## src/rtl/utf8_to_utf16_decoder_macros.svh

```systemverilog
// assertion macros for the utf-8 to utf-16 decoder
`ifndef UTF8_TO_UTF16_DECODER_MACROS_SVH
`define UTF8_TO_UTF16_DECODER_MACROS_SVH

`ifndef SYNTHESIS
// same-cycle implication, reset-qualified
`define U8U16_ASSERT_IMPL(label, clk, rst_n, ante, cons) \
  label: assert property (@(posedge clk) disable iff (!rst_n) (ante) |-> (cons)) \
    else $error("u8u16 check failed");
// next-cycle implication, reset-qualified
`define U8U16_ASSERT_NEXT(label, clk, rst_n, ante, cons) \
  label: assert property (@(posedge clk) disable iff (!rst_n) (ante) |=> (cons)) \
    else $error("u8u16 check failed");
`else
`define U8U16_ASSERT_IMPL(label, clk, rst_n, ante, cons)
`define U8U16_ASSERT_NEXT(label, clk, rst_n, ante, cons)
`endif

`endif

```

## src/rtl/u8u16_pkg.sv

```systemverilog
// types and constants shared by the utf-8 to utf-16 decoder
`timescale 1ns / 1ps
package u8u16_pkg;

  localparam int unsigned QUEUE_DEPTH = 4;
  localparam int unsigned QPTR_W      = $clog2(QUEUE_DEPTH);

  localparam logic [15:0] BUF_UNITS_RST  = 16'd256;
  localparam logic [15:0] CU_REPLACEMENT = 16'hFFFD;
  localparam logic [15:0] CU_HI_SURR     = 16'hD800;
  localparam logic [15:0] CU_LO_SURR     = 16'hDC00;
  localparam logic [20:0] CP_SURR_LO     = 21'h00D800;
  localparam logic [20:0] CP_SURR_HI     = 21'h00DFFF;
  localparam logic [20:0] CP_MAX         = 21'h10FFFF;
  localparam logic [20:0] CP_PLANE1      = 21'h010000;

  // per-string decode state
  typedef struct packed {
    logic [20:0] accum;
    logic [1:0]  pending;
    logic [1:0]  seq_len;
    logic [15:0] unit_cnt;
  } dec_state_t;

  // one result item
  typedef struct packed {
    logic [15:0] units;
    logic        str_end;
    logic        last;
    logic [15:0] code;
  } res_item_t;

  // results caused by one input byte
  typedef struct packed {
    logic [1:0] num;
    res_item_t  item1;
    res_item_t  item0;
  } dec_res_t;

endpackage

```

## src/rtl/utf8_to_utf16_decoder.sv

```systemverilog
// utf-8 to utf-16 decoder top level: state registers and result queue
// an accepted byte's result items are registered in the result queue and leave from its head
// throughput: one byte per cycle while the four-entry result queue has room for two items,
//   since one byte can push up to two items (a surrogate pair)
// reset: synchronous active-low rst_n clears decode state and the queue,
//   buffer_units returns to 256
`timescale 1ns / 1ps
`include "utf8_to_utf16_decoder_macros.svh"
module utf8_to_utf16_decoder (
  input  logic        clk,
  input  logic        rst_n,
  input  logic        cfg_wr_en,
  input  logic [15:0] cfg_wr_data,   // buffer_units
  input  logic        in_tvalid,
  output logic        in_tready,
  input  logic [7:0]  in_tdata,      // in_byte
  output logic        out_tvalid,
  input  logic        out_tready,
  output logic [31:0] out_tdata,     // code_unit [15:0], units_written [31:16]
  output logic        out_tlast,     // last_in_run
  output logic        out_tuser      // string_end
);
  import u8u16_pkg::*;

  logic [15:0]     buf_units_r;
  logic [15:0]     unit_limit;
  dec_state_t      state_r;
  dec_state_t      state_nxt;
  dec_res_t        dec_res;
  res_item_t       queue_r [QUEUE_DEPTH];
  logic [QPTR_W-1:0] wr_ptr_r, wr_ptr_nxt;
  logic [QPTR_W-1:0] rd_ptr_r, rd_ptr_nxt;
  logic [QPTR_W:0]   q_cnt_r, q_cnt_nxt;
  logic [QPTR_W-1:0] wr_ptr_p1;
  logic              in_fire;
  logic              out_fire;
  logic [1:0]        push_num;
  res_item_t         head;

  // configuration register
  always_ff @(posedge clk) begin
    if (!rst_n) begin
      buf_units_r <= BUF_UNITS_RST;
    end else if (cfg_wr_en) begin
      buf_units_r <= cfg_wr_data;
    end
  end

  // one slot is kept for the terminator
  assign unit_limit = (buf_units_r == 16'd0) ? 16'd0 : buf_units_r - 16'd1;

  u8u16_decode u_decode (
    .in_byte    (in_tdata),
    .unit_limit (unit_limit),
    .cur        (state_r),
    .nxt        (state_nxt),
    .res        (dec_res)
  );

  // handshake: room for a full pair is needed to take a byte
  assign in_tready = (q_cnt_r <= (QPTR_W+1)'(QUEUE_DEPTH - 2));
  assign in_fire   = in_tvalid && in_tready;
  assign out_tvalid = (q_cnt_r != '0);
  assign out_fire  = out_tvalid && out_tready;
  assign push_num  = in_fire ? dec_res.num : 2'd0;
  assign wr_ptr_p1 = wr_ptr_r + QPTR_W'(1);

  // decode state
  always_ff @(posedge clk) begin
    if (!rst_n) begin
      state_r <= '0;
    end else if (in_fire) begin
      state_r <= state_nxt;
    end
  end

  // queue pointers and fill count
  always_comb begin
    wr_ptr_nxt = wr_ptr_r + QPTR_W'(push_num);
    rd_ptr_nxt = out_fire ? rd_ptr_r + QPTR_W'(1) : rd_ptr_r;
    q_cnt_nxt  = q_cnt_r + (QPTR_W+1)'(push_num) - (QPTR_W+1)'(out_fire);
  end

  always_ff @(posedge clk) begin
    if (!rst_n) begin
      wr_ptr_r <= '0;
      rd_ptr_r <= '0;
      q_cnt_r  <= '0;
    end else begin
      wr_ptr_r <= wr_ptr_nxt;
      rd_ptr_r <= rd_ptr_nxt;
      q_cnt_r  <= q_cnt_nxt;
    end
  end

  // queue storage, up to two items written per byte
  always_ff @(posedge clk) begin
    if (push_num != 2'd0) begin
      queue_r[wr_ptr_r] <= dec_res.item0;
    end
    if (push_num == 2'd2) begin
      queue_r[wr_ptr_p1] <= dec_res.item1;
    end
  end

  // result item at the head
  assign head      = queue_r[rd_ptr_r];
  assign out_tdata = {head.units, head.code};
  assign out_tlast = head.last;
  assign out_tuser = head.str_end;

  // checks
  `U8U16_ASSERT_IMPL(a_q_bound, clk, rst_n, 1'b1, q_cnt_r <= (QPTR_W+1)'(QUEUE_DEPTH))
  `U8U16_ASSERT_IMPL(a_rdy_room, clk, rst_n, in_tready, q_cnt_r <= (QPTR_W+1)'(QUEUE_DEPTH - 2))
  `U8U16_ASSERT_NEXT(a_term_clr, clk, rst_n, in_fire && in_tdata == 8'd0, state_r == '0)
  `U8U16_ASSERT_IMPL(a_term_last, clk, rst_n, out_tvalid && out_tuser, out_tlast)

endmodule

```

## src/rtl/u8u16_decode.sv

```systemverilog
// byte decode step: next state and the result items for one utf-8 byte
`timescale 1ns / 1ps
module u8u16_decode (
  input  logic [7:0]            in_byte,
  input  logic [15:0]           unit_limit,
  input  u8u16_pkg::dec_state_t cur,
  output u8u16_pkg::dec_state_t nxt,
  output u8u16_pkg::dec_res_t   res
);
  import u8u16_pkg::*;

  logic [20:0] cp;
  logic [20:0] diff;
  logic [19:0] d20;
  logic [16:0] cnt_p1;

  assign cp     = {cur.accum[14:0], in_byte[5:0]};
  assign diff   = cp - CP_PLANE1;
  assign d20    = diff[19:0];
  assign cnt_p1 = {1'b0, cur.unit_cnt} + 17'd1;

  always_comb begin
    nxt = cur;
    res = '0;
    if (in_byte == 8'd0) begin
      // terminator with count, clear string state
      res.num           = 2'd1;
      res.item0.last    = 1'b1;
      res.item0.str_end = 1'b1;
      res.item0.units   = cur.unit_cnt;
      nxt               = '0;
    end else if (cur.pending != 2'd0) begin
      // continuation byte
      nxt.accum   = cp;
      nxt.pending = cur.pending - 2'd1;
      if (cur.pending == 2'd1) begin
        if (cur.seq_len == 2'd3) begin
          if (cnt_p1 < {1'b0, unit_limit}) begin
            if (cp <= CP_MAX) begin
              res.num        = 2'd2;
              res.item0.code = CU_HI_SURR | {6'd0, d20[19:10]};
              res.item1.code = CU_LO_SURR | {6'd0, d20[9:0]};
              res.item1.last = 1'b1;
            end else begin
              res.num        = 2'd1;
              res.item0.code = CU_REPLACEMENT;
              res.item0.last = 1'b1;
            end
          end
        end else if (cur.unit_cnt < unit_limit) begin
          res.num        = 2'd1;
          res.item0.last = 1'b1;
          if (cp >= CP_SURR_LO && cp <= CP_SURR_HI) begin
            res.item0.code = CU_REPLACEMENT;
          end else begin
            res.item0.code = cp[15:0];
          end
        end
      end
    end else if (cur.unit_cnt < unit_limit) begin
      // lead byte
      if (in_byte[7] == 1'b0) begin
        res.num        = 2'd1;
        res.item0.code = {8'd0, in_byte};
        res.item0.last = 1'b1;
      end else if (in_byte[7:5] == 3'b110) begin
        nxt.accum   = {16'd0, in_byte[4:0]};
        nxt.seq_len = 2'd1;
        nxt.pending = 2'd1;
      end else if (in_byte[7:4] == 4'b1110) begin
        nxt.accum   = {17'd0, in_byte[3:0]};
        nxt.seq_len = 2'd2;
        nxt.pending = 2'd2;
      end else if (in_byte[7:3] == 5'b11110) begin
        nxt.accum   = {18'd0, in_byte[2:0]};
        nxt.seq_len = 2'd3;
        nxt.pending = 2'd3;
      end else begin
        res.num        = 2'd1;
        res.item0.code = CU_REPLACEMENT;
        res.item0.last = 1'b1;
      end
    end
    // units written by this byte
    if (in_byte != 8'd0) begin
      nxt.unit_cnt = cur.unit_cnt + {14'd0, res.num};
    end
  end

endmodule
```

## config.mk

```make
export PLATFORM = sky130hd
export DESIGN_NAME = utf8_to_utf16_decoder
export DESIGN_NICKNAME = d
export VERILOG_FILES = /design/src/rtl/u8u16_pkg.sv /design/src/rtl/utf8_to_utf16_decoder.sv /design/src/rtl/u8u16_decode.sv
export VERILOG_INCLUDE_DIRS = /design/src /design/src/rtl
export SDC_FILE = /design/constraint.sdc
export NUM_CORES = 1
export LEC_CHECK = 0
export BUFFER_PORTS_ARGS = -buffer_cell sky130_fd_sc_hd__buf_2
export CORE_ASPECT_RATIO = 1.2
export CORE_MARGIN = 4
export CORE_UTILIZATION = 50
export DETAILED_ROUTE_END_ITERATION = 8
export PLACE_DENSITY = 0.75
export SLEW_MARGIN = 40
export SYNTH_ARGS = -nofsm -noshare
export SYNTH_HDL_FRONTEND = slang
export SYNTH_SLANG_ARGS = --single-unit
```

## constraint.sdc

```tcl
create_clock -name clk -period 5.71 [get_ports clk]
set_input_delay 1.142 -clock clk [delete_from_list [all_inputs] [get_ports clk]]
set_output_delay 1.142 -clock clk [all_outputs]
set_load 0.03 [all_outputs]
```

* After elaboration in Yosys (flattened, before gate mapping) *
Memory sizes are Yosys's and may differ from the RTL's. A register that Yosys moved wholly into a read port is not among the register bits.
Cells that the tools add are included.
Widths: inputs -> output; s select.

cells by class
  $add $sub $neg = 10
  multiplexer cells = 52
  reduce and logical (&&, ||, !) cells = 19
  equal/unequal tests = 7
  order comparisons = 6

operator list
  operator                count
  $mux 17                 18
  $mux 19                 6
  $mux 16                 5
  $mux 2                  13
  $ge 21x16->1 const B    1
  $le 21x16->1 const B    1
  $le 21x21->1 const B    1
  $sub 20x17->20 const B  1
  $add 16x1->17 const B   1
  $lt 17x16->1            1
  $add 16x2->16           1
  $logic_not 16->1        1
  $lt 16x16->1            1
  $sub 16x1->16 const B   1
  $mux 14                 1
  $reduce_bool 2->1       5
  $mux 1                  9
  $reduce_bool 3->1       3
  $logic_not 8->1         1
  $reduce_bool 8->1       1
  $eq 5x5->1 const B      1
  $reduce_and 5->1        1
  $reduce_bool 5->1       1
  $add 2x1->2 const B     2
  14 further kinds        17

storage, ports and cells
  output and inout port bits = 36
  logic and storage cells = 103
  bits in registers = 58
  memories kept = 1
  memory bits (writable) = 136
  bits of input ports = 29

memories
  memory   words  bits a word  rd ports  clocked after memory_dff  write ports  RTL line                     source
  queue_r  4      34           1         1                         2            utf8_to_utf16_decoder.sv:30  res_item_t queue_r [QUEUE_DEPTH];

* Longest topological paths before layout *
Gate-level depths: netlist of the first run.

  depth after elaboration = 12
  gate-level depth with buffers = 24
  gate-level depth less buffers = 24

* Modules after synthesis *
From an unflattened synthesis of the first run, not the netlist that was laid out.

second synthesis, totals
  cell total of the unflattened synthesis = 1082
  area total of the unflattened synthesis = 12275.5 sq um

modules (own cells, without submodules)
  module                 seq. area each (sq um)  area an instance (sq um)  times used  cells an instance
  utf8_to_utf16_decoder  5405.2                  9624.2                    1           679
  u8u16_decode           0.0                     2651.3                    1           403

* Least setup slack after synthesis of the first run *
OpenSTA, ideal clock, no wires.

  kind = flip-flop to flip-flop
  from = register buf_units_r[2]
  to = register q_cnt_r[2]
  stages on the path, launching flop included = 23
  slack = 0.870 ns
  required time = 5.595 ns
  period minus slack after synthesis = 4.840 ns
  path buffers = 0
  data arrival time = 4.726 ns
  library setup time = 0.115 ns
  cell sequence = dfxtp_1 > nor4_1 > nand2_1 > nor3_1 > nand2b_1 > nor3b_1 > mux2i_1 > ha_1 > and4_1 > a221oi_1 > o21ai_2 > o31ai_4 > nor3_1 > nor2_1 > inv_1 > ha_1 > inv_1 > ha_1 > inv_1 > fa_1 > xor2_1 > xnor2_1 > and2_1

between the ends
  longest elaborated chain between the ends = 11

ends and longest elaborated chain
  what                                                      RTL line                                                    source
  start: declaration                                        utf8_to_utf16_decoder.sv:25                                 logic [15:0] buf_units_r;
  start signal: assignment                                  utf8_to_utf16_decoder.sv:45                                 buf_units_r <= cfg_wr_data;
  $sub 16x1->16 / $logic_not 16->1 (equally long branches)  utf8_to_utf16_decoder.sv:50                                 assign unit_limit = (buf_units_r == 16'd0) ? 16'd0 : buf_units_r - 16'd1;
  $mux 16 *                                                 utf8_to_utf16_decoder.sv:50
  $lt 17x16->1 / $lt 16x16->1 (equally long branches)       u8u16_decode.sv:38, u8u16_decode.sv:50, u8u16_decode.sv:60
  $mux 2 / $mux 1 (equally long branches)                   u8u16_decode.sv:38, u8u16_decode.sv:50
  $mux 2                                                    u8u16_decode.sv:37                                          if (cur.seq_len == 2'd3) begin
  $mux 2                                                    u8u16_decode.sv:36                                          if (cur.pending == 2'd1) begin
  $mux 2 *                                                  u8u16_decode.sv:32                                          end else if (cur.pending != 2'd0) begin
  $mux 2 *                                                  u8u16_decode.sv:25                                          if (in_byte == 8'd0) begin
  $mux 2 *                                                  utf8_to_utf16_decoder.sv:65                                 assign push_num = in_fire ? dec_res.num : 2'd0;
  $add 3x2->3 *                                             utf8_to_utf16_decoder.sv:81                                 q_cnt_nxt = q_cnt_r + (QPTR_W+1)'(push_num) - (QPTR_W+1)'(out_fire);
  $sub 3x1->3 *                                             utf8_to_utf16_decoder.sv:81
  end signal: assignment                                    utf8_to_utf16_decoder.sv:92                                 q_cnt_r <= q_cnt_nxt;
  end: declaration                                          utf8_to_utf16_decoder.sv:33                                 logic [QPTR_W:0] q_cnt_r, q_cnt_nxt;

Every way passes the cells marked *; elsewhere a longest branch is shown, timed or not.
A chain may end at the register's enable or synchronous reset.

* Worst setup path in the final report of the first run *
Same ends and word-level chain as after synthesis.

==> results of run 1 <==
[state kept, by name, summed over array words and instances, names as in the netlist, named ones only]
name	flops
buf_units_r	16
queue_r	136
state_r	35
q_cnt_r	3
rd_ptr_r	2
wr_ptr_r	2
[cell type report]
type	instances	area [sq um]
fillers	1791	8760
multi-input cells	787	5590
flip-flops and latches	196	4570
repair buffers	87	493
clock buffers	17	425
well taps	265	332
clock inverters	15	205
inverters	25	93.8
[where the power goes]
| part | total [mW] | internal, mW | switching (mW) | leakage (nW) |
|---|---|---|---|---|
| Sequential | 1.61 | 1.54 | 0.0740 | 1.66 |
| Clock | 1.25 | 0.605 | 0.643 | 0.303 |
| Combinational | 0.973 | 0.360 | 0.612 | 2.34 |
[cell usage after synthesis, types with 6 or more instances]
cell type and instances:
xnor2_1 22, a31o_2 6, clkbuf_1 57, a21boi_0 12
a21oi_1 26, nand3_1 94, nor3_1 15, inv_1 25
nand2_1 88, a31oi_1 8, dfxtp_1 132, nand2b_1 10
o21ai_0 110, buf_2 7, nor4_1 10, and2_1 17
a22o_1 13, nor2b_1 24, nor2_1 60, mux4_2 34
nand4_1 25, o31ai_1 7, or3_1 9, xor2_1 18
ha_1 41, edfxtp_1 64, o21ai_1 21, o22ai_1 16
mux2i_1 22
[placed cells by master, fill, tap and decap left out, types with 17 or more instances in the layout]
cell,synthesis,layout
dfxtp_1,132,130
nor2b_1,24,24
o21ai_1,21,20
inv_1,25,25
edfxtp_1,64,64
mux4_2,34,34
nand4_1,25,25
nor2_1,60,59
buf_2,7,64
nand2_1,88,88
xnor2_1,22,22
a21oi_1,26,26
xor2_1,18,18
clkbuf_16,0,17
mux2i_1,22,22
ha_1,41,41
nand3_1,94,94
o21ai_0,110,110
buf_4,2,23
[metrics by stage]
| stage | setup slack, ns | instances | instance area (sq um) |
|---|---|---|---|
| floorplan | 0.870 | 1082 | 10500 |
| global placement | 0.342 | 1360 | 11000 |
| detailed placement | 0.183 | 1360 | 11000 |
| CTS | 0.151 | 1392 | 11700 |
| global route | 0.00126 | 1392 | 11700 |
| finish | 0.439 | 1392 | 11700 |
[critical path, stage by stage (launching register included)]
cell       delay, ns
dfxtp_1         0.37
nor4_2          0.37
nand2_1         0.14
nor3_1          0.27
nand2b_1        0.15
nor3b_1         0.28
mux2i_1         0.28
ha_1            0.28
nand3_1         0.15
nor3_1          0.07
a2111oi_0       0.42
nand4_1         0.46
nor4_1          0.30
nor3_1          0.10
nor2_1          0.16
inv_1           0.07
ha_1            0.27
inv_1           0.06
ha_1            0.13
inv_1           0.05
fa_1            0.37
xor2_1          0.17
xnor2_1         0.12
and2_1          0.14
[layer usage]
| metal | vias to the layer above | share of wire | track usage |
|---|---|---|---|
| met5 | - | 0 | 0 |
| met4 | 0 | 0.024 | 0.0771 |
| met3 | 57 | 0.067 | 0.0381 |
| met2 | 351 | 0.47 | 0.365 |
| met1 | 4046 | 0.43 | 0.306 |
| li1 | 4098 | - | - |
[cell families after synthesis]
kind of cell             share of synthesized area
AND/OR/NAND/NOR                              0.182
AO/OA/AOI/OAI                                0.162
flip-flops                                   0.435
buffers and inverters                       0.0405
multiplexers                                0.0950
adder cells (fa/ha/maj)                     0.0527
XOR/XNOR                                    0.0334
[path summary, 6_finish.rpt]
path                            slack, ns             end  depth (start not counted)
worst min-delay path                 0.46  queue_r[0][18]                          2
worst max-delay path                 0.44      q_cnt_r[2]                         23
worst max register to register       0.44      q_cnt_r[2]                         23
worst min register to register       0.46  queue_r[0][18]                          2
==> run metrics, run 1 <==
Worst-path clk slew=0.08 ns; Synth area leaders=dfxtp_1 25%, edfxtp_1 18%, mux4_2 7.3%; launch point of the worst reg-to-reg path=buf_units_r[2]; fin crit share=0.923; drt first pass iters=9; vias in the first global route=a little over 8000; die height=about 170 um; # setup viols final=0; Syn Inst Count=1082; drt total wl=approximately 26 mm; HP Start=queue_r[0][18]; CP startpoint kind=flop; clock skew=between 0.01 and 0.015 ns; hold buffer count at cts=0; max-slew violation count=0; GR Util All Layers=0.225; unique cell type count in the Yosys netlist=slightly above 70; source of the critical timing path=buf_units_r[2]; Setup TNS=0 ns; pin count of the biggest net entering global routing=47; Avg Inst Size Synth=slightly below 10 sq um; Ys Warns=0; Initial Util=0.513; Slew @ Worst Pin=0.854 ns; power per cell area=327 nW/um^2; synthesized cell area=10500 sq um; Top FF cell, synth=dfxtp_1; worst min-delay path category=flop to flop; max_slew headroom=0.422; layout cell share with drive strength beyond 1=0.168; post-layout min period=approximately 5.3 ns; run status=finished clean; Core ar.=between 20000 and 25000 sq um; Die Wd=about 140 um; fmax=~0.19 GHz; CP Capture Type=flop; WS Path Type=flop to flop; initial antenna violation count=0; EDFF count, synth=64; CTS Buf Count=17; Fin Hold WS=roughly 0.46 ns; number of synthesized register bits=about 200; unrepaired setup endpoints after global routing=no; final hold violations=0; Final nets=about 1200; syn_nets=roughly 1200; CTS tree=done; total global routing overflow=0; Ports=65; worst vdd ir=between 0.0002 and 0.00025 V; Crit path required time=6.07 ns; DRT iter0 DRCs=890; floorplan row count=between 50 and 60; hpwl dp=about 19 mm; leakage=about 4.3 nW; Antenna diodes=0; die area=about 23000 sq um; Final ANT Viol Nets=0; Vias per Instance=between 6 and 7; post-synthesis sequential area ratio=0.435; max cap viols=0; worst skew pair latency=~0.45 ns; first-pass GRT wire length=between 40 and 50 mm; fin util=0.572; drt wl/cell=19.0 um; Vias=~8600; Post-CTS Setup Repair Bufs=0; Synth area leader=dfxtp_1; port buffer count=64; total power=around 3.8 mW; Layout area overhead=11.5%; Synth async-reset ratio=0; Yosys top cell area share=0.252; CTS root buf=clkbuf_16; clock sink count=196; clk buf depth=2; critical path arrival=approximately 5.6 ns; # H-tree levels=4; post_cts resized=0; GPL Wtd Cong=roughly 0.9; DRC Markers=0; crit path max fanout=7
No activity file was read; power rests on OpenSTA's default activity.
==> inputs of run 2 (changes only) <==
==> constraint.sdc (replaced) <==
create_clock -name clk -period 5.71 [get_ports clk]
set_input_delay 0.571 -clock clk [delete_from_list [all_inputs] [get_ports clk]]
set_output_delay 0.571 -clock clk [all_outputs]
set_load 0.03 [all_outputs]
==> run 2 against run 1 <==
Net effect:
- sequential share of layout area down 0.079 points
- critical path depth unchanged
- register-to-register slack better by 0.13 ns
- non-clock buffer count grew 2
- utilization increased by 0.12 points
- clock power barely moved
- first-iteration DRC count shrank 6.9%
- combinational power about the same
- via count is 0.97% higher
==> run metrics, run 2 (synthesis gave the netlist of run 1 again) <==
run status=finished clean; Slew @ Worst Pin=0.787 ns (-0.0671 ns); hpwl dp=18.6 mm (+0.12%); max reg flops=136 (unchanged); clk buf depth=2 (unchanged); Final nets=1188 (+0.17%); total global routing overflow=0 (unchanged); unrepaired setup endpoints after global routing=no; leakage=4.32 nW (+0.34%); die height=167 um (unchanged); post-layout min period=5.15 ns (-0.126 ns); Buf/Inv on CP=3 (unchanged); fin util=0.573 (+0.00116); die area=23400 sq um (unchanged); Die Wd=140 um (unchanged); hold buffer count at cts=0 (unchanged); port buffer count=64 (unchanged); max cap viols=0 (unchanged); Slowest-stage cell, CP=nor4_1; power per cell area=326 nW/um^2 (-0.43%); Initial Util=0.513 (unchanged); GRT met3 Usage=0.0407 (+0.00258); DRT iter0 DRCs=829 (-6.9%); first-pass GRT wire length=43.5 mm (+1.4%); critical path arrival=5.50 ns (-0.13 ns); drt total wl=26.7 mm (+0.95%); drt wl/cell=19.2 um (+0.80%); Regs by FF count=queue_r x136, state_r x35, buf_units_r x16; most frequent cells in the layout=130 x dfxtp_1, 110 x o21ai_0, 94 x nand3_1; cell depth of the worst flop-to-flop path=23 (unchanged); fmax=0.194 GHz (+2.4%); Setup TNS=0 ns (unchanged); clock skew=0.0142 ns (+0.00295 ns); most common cell after layout, fill and taps aside=dfxtp_1; slowest stage delay, CP=0.50 ns (+0.04 ns); CTS Buf Count=17 (unchanged); max-slew violation count=0 (unchanged); Antenna diodes=0 (unchanged); hold path cells=3 (+1); worst min-delay path category=input port to flop; fillcell total=1775 (-0.89%); global routing usage on met1=0.305 (-0.000716); Layout area overhead=11.8%; drt first pass iters=5 (-4); CP startpoint kind=flop; CTS root buf=clkbuf_16; GPL Wtd Cong=0.921 (about the same); Worst-path clk slew=0.08 ns (about the same); max_slew headroom=0.474 (+0.0525); vias in the first global route=8462 (+2.7%); DRC Markers=0 (unchanged); Final ANT Viol Nets=0 (unchanged); Ports=65 (unchanged); GRT met2 Usage=0.370 (+0.00458); total power=3.82 mW (-0.23%); Vias per Instance=6.19 (+0.83%); worst vdd ir=0.000231 V (-0.90%); Vias=8635 (+0.97%); final hold violations=0 (unchanged); floorplan row count=57 (unchanged); clock sink count=196 (unchanged); cell family contributing the most delay on the critical path=simple AND/OR/NAND/NOR gates; # setup viols final=0 (unchanged); worst skew pair latency=0.45 ns (about the same); largest reg by FF count=queue_r; initial antenna violation count=0 (unchanged); Crit path required time=6.06 ns (about the same); global routing's busiest layer=met2; GR Util All Layers=0.228 (+0.00282); crit path max fanout=7 (unchanged); fin crit share=0.901 (-0.0220); pin count of the biggest net entering global routing=47 (unchanged); Fin Hold WS=0.341 ns (-0.119 ns); CP Capture Type=flop; Worst path depth=23 (unchanged); sequence of cells on the critical path=nor4_1 > nand3_1 > nor3_1 > nand2_1 > xnor2_1 > nand2_1 > ha_1 > nand4_1 > nor3_2 > o221ai_1 > o21ai_4 > o31ai_4 > nor3_1 > nor2_1 > inv_1 > ha_1 > inv_1 > ha_1 > inv_1 > fa_1 > xor2_1 > xnor2_1 > and2_1; CTS tree=done; Core ar.=20500 sq um (unchanged); layout cell share with drive strength beyond 1=0.172 (+0.00413); WS Path Type=flop to flop; # H-tree levels=4 (unchanged)
[run 2: final cells by class]
cell class | count | area (sq um) | share of cell area
tap | 265 | 332 | 0.0283
inverter | 25 | 93.8 | 0.00800
sequential | 196 | 4570 | 0.389
clock inverter | 15 | 200 | 0.0171
clock buffer | 17 | 425 | 0.0362
multi-input combinational | 787 | 5610 | 0.478
timing repair buffer | 89 | 508 | 0.0433
[run 2: worst paths after layout]
check                 start              to  slack [ns]
max          buf_units_r[4]      q_cnt_r[2]        0.56
min          cfg_wr_data[8]  buf_units_r[8]        0.34
max reg2reg  buf_units_r[4]      q_cnt_r[2]        0.56
min reg2reg  queue_r[3][13]  queue_r[3][13]        0.47
[run 2: layer usage]
metal / up-vias / routed length (um)
met5: - / 0
met4: 0 / 693
met3: 64 / 1680
met2: 332 / 12800
met1: 4131 / 11600
li1: 4108 / -
[run 2: report_power, final]
group / switching [mW] / internal [mW] / total (mW)
Combinational: 0.611 / 0.360 / 0.971
Sequential: 0.0740 / 1.54 / 1.61
Clock: 0.634 / 0.608 / 1.24
[run 2: worst min-delay path: cells and delay by family]
kind                   cells  cell delay [ns]
and+or+nand+nor            1             0.06
buffers and inverters      1             0.07
muxes                      1             0.06
[run 2: timing repair]
item,in CTS,in global routing
gates resized for setup,0,6
setup buffers,0,3
setup endpoints to repair,0,17
[run 2: through the flow]
step	worst slack (ns)	instance area, sq um	instances
CTS	0.0745	11700	1391
detailed placement	0.122	11000	1359
finish	0.565	11700	1394
floorplan	0.870	10500	1082
global placement	0.320	11000	1359
global route	0.135	11700	1394
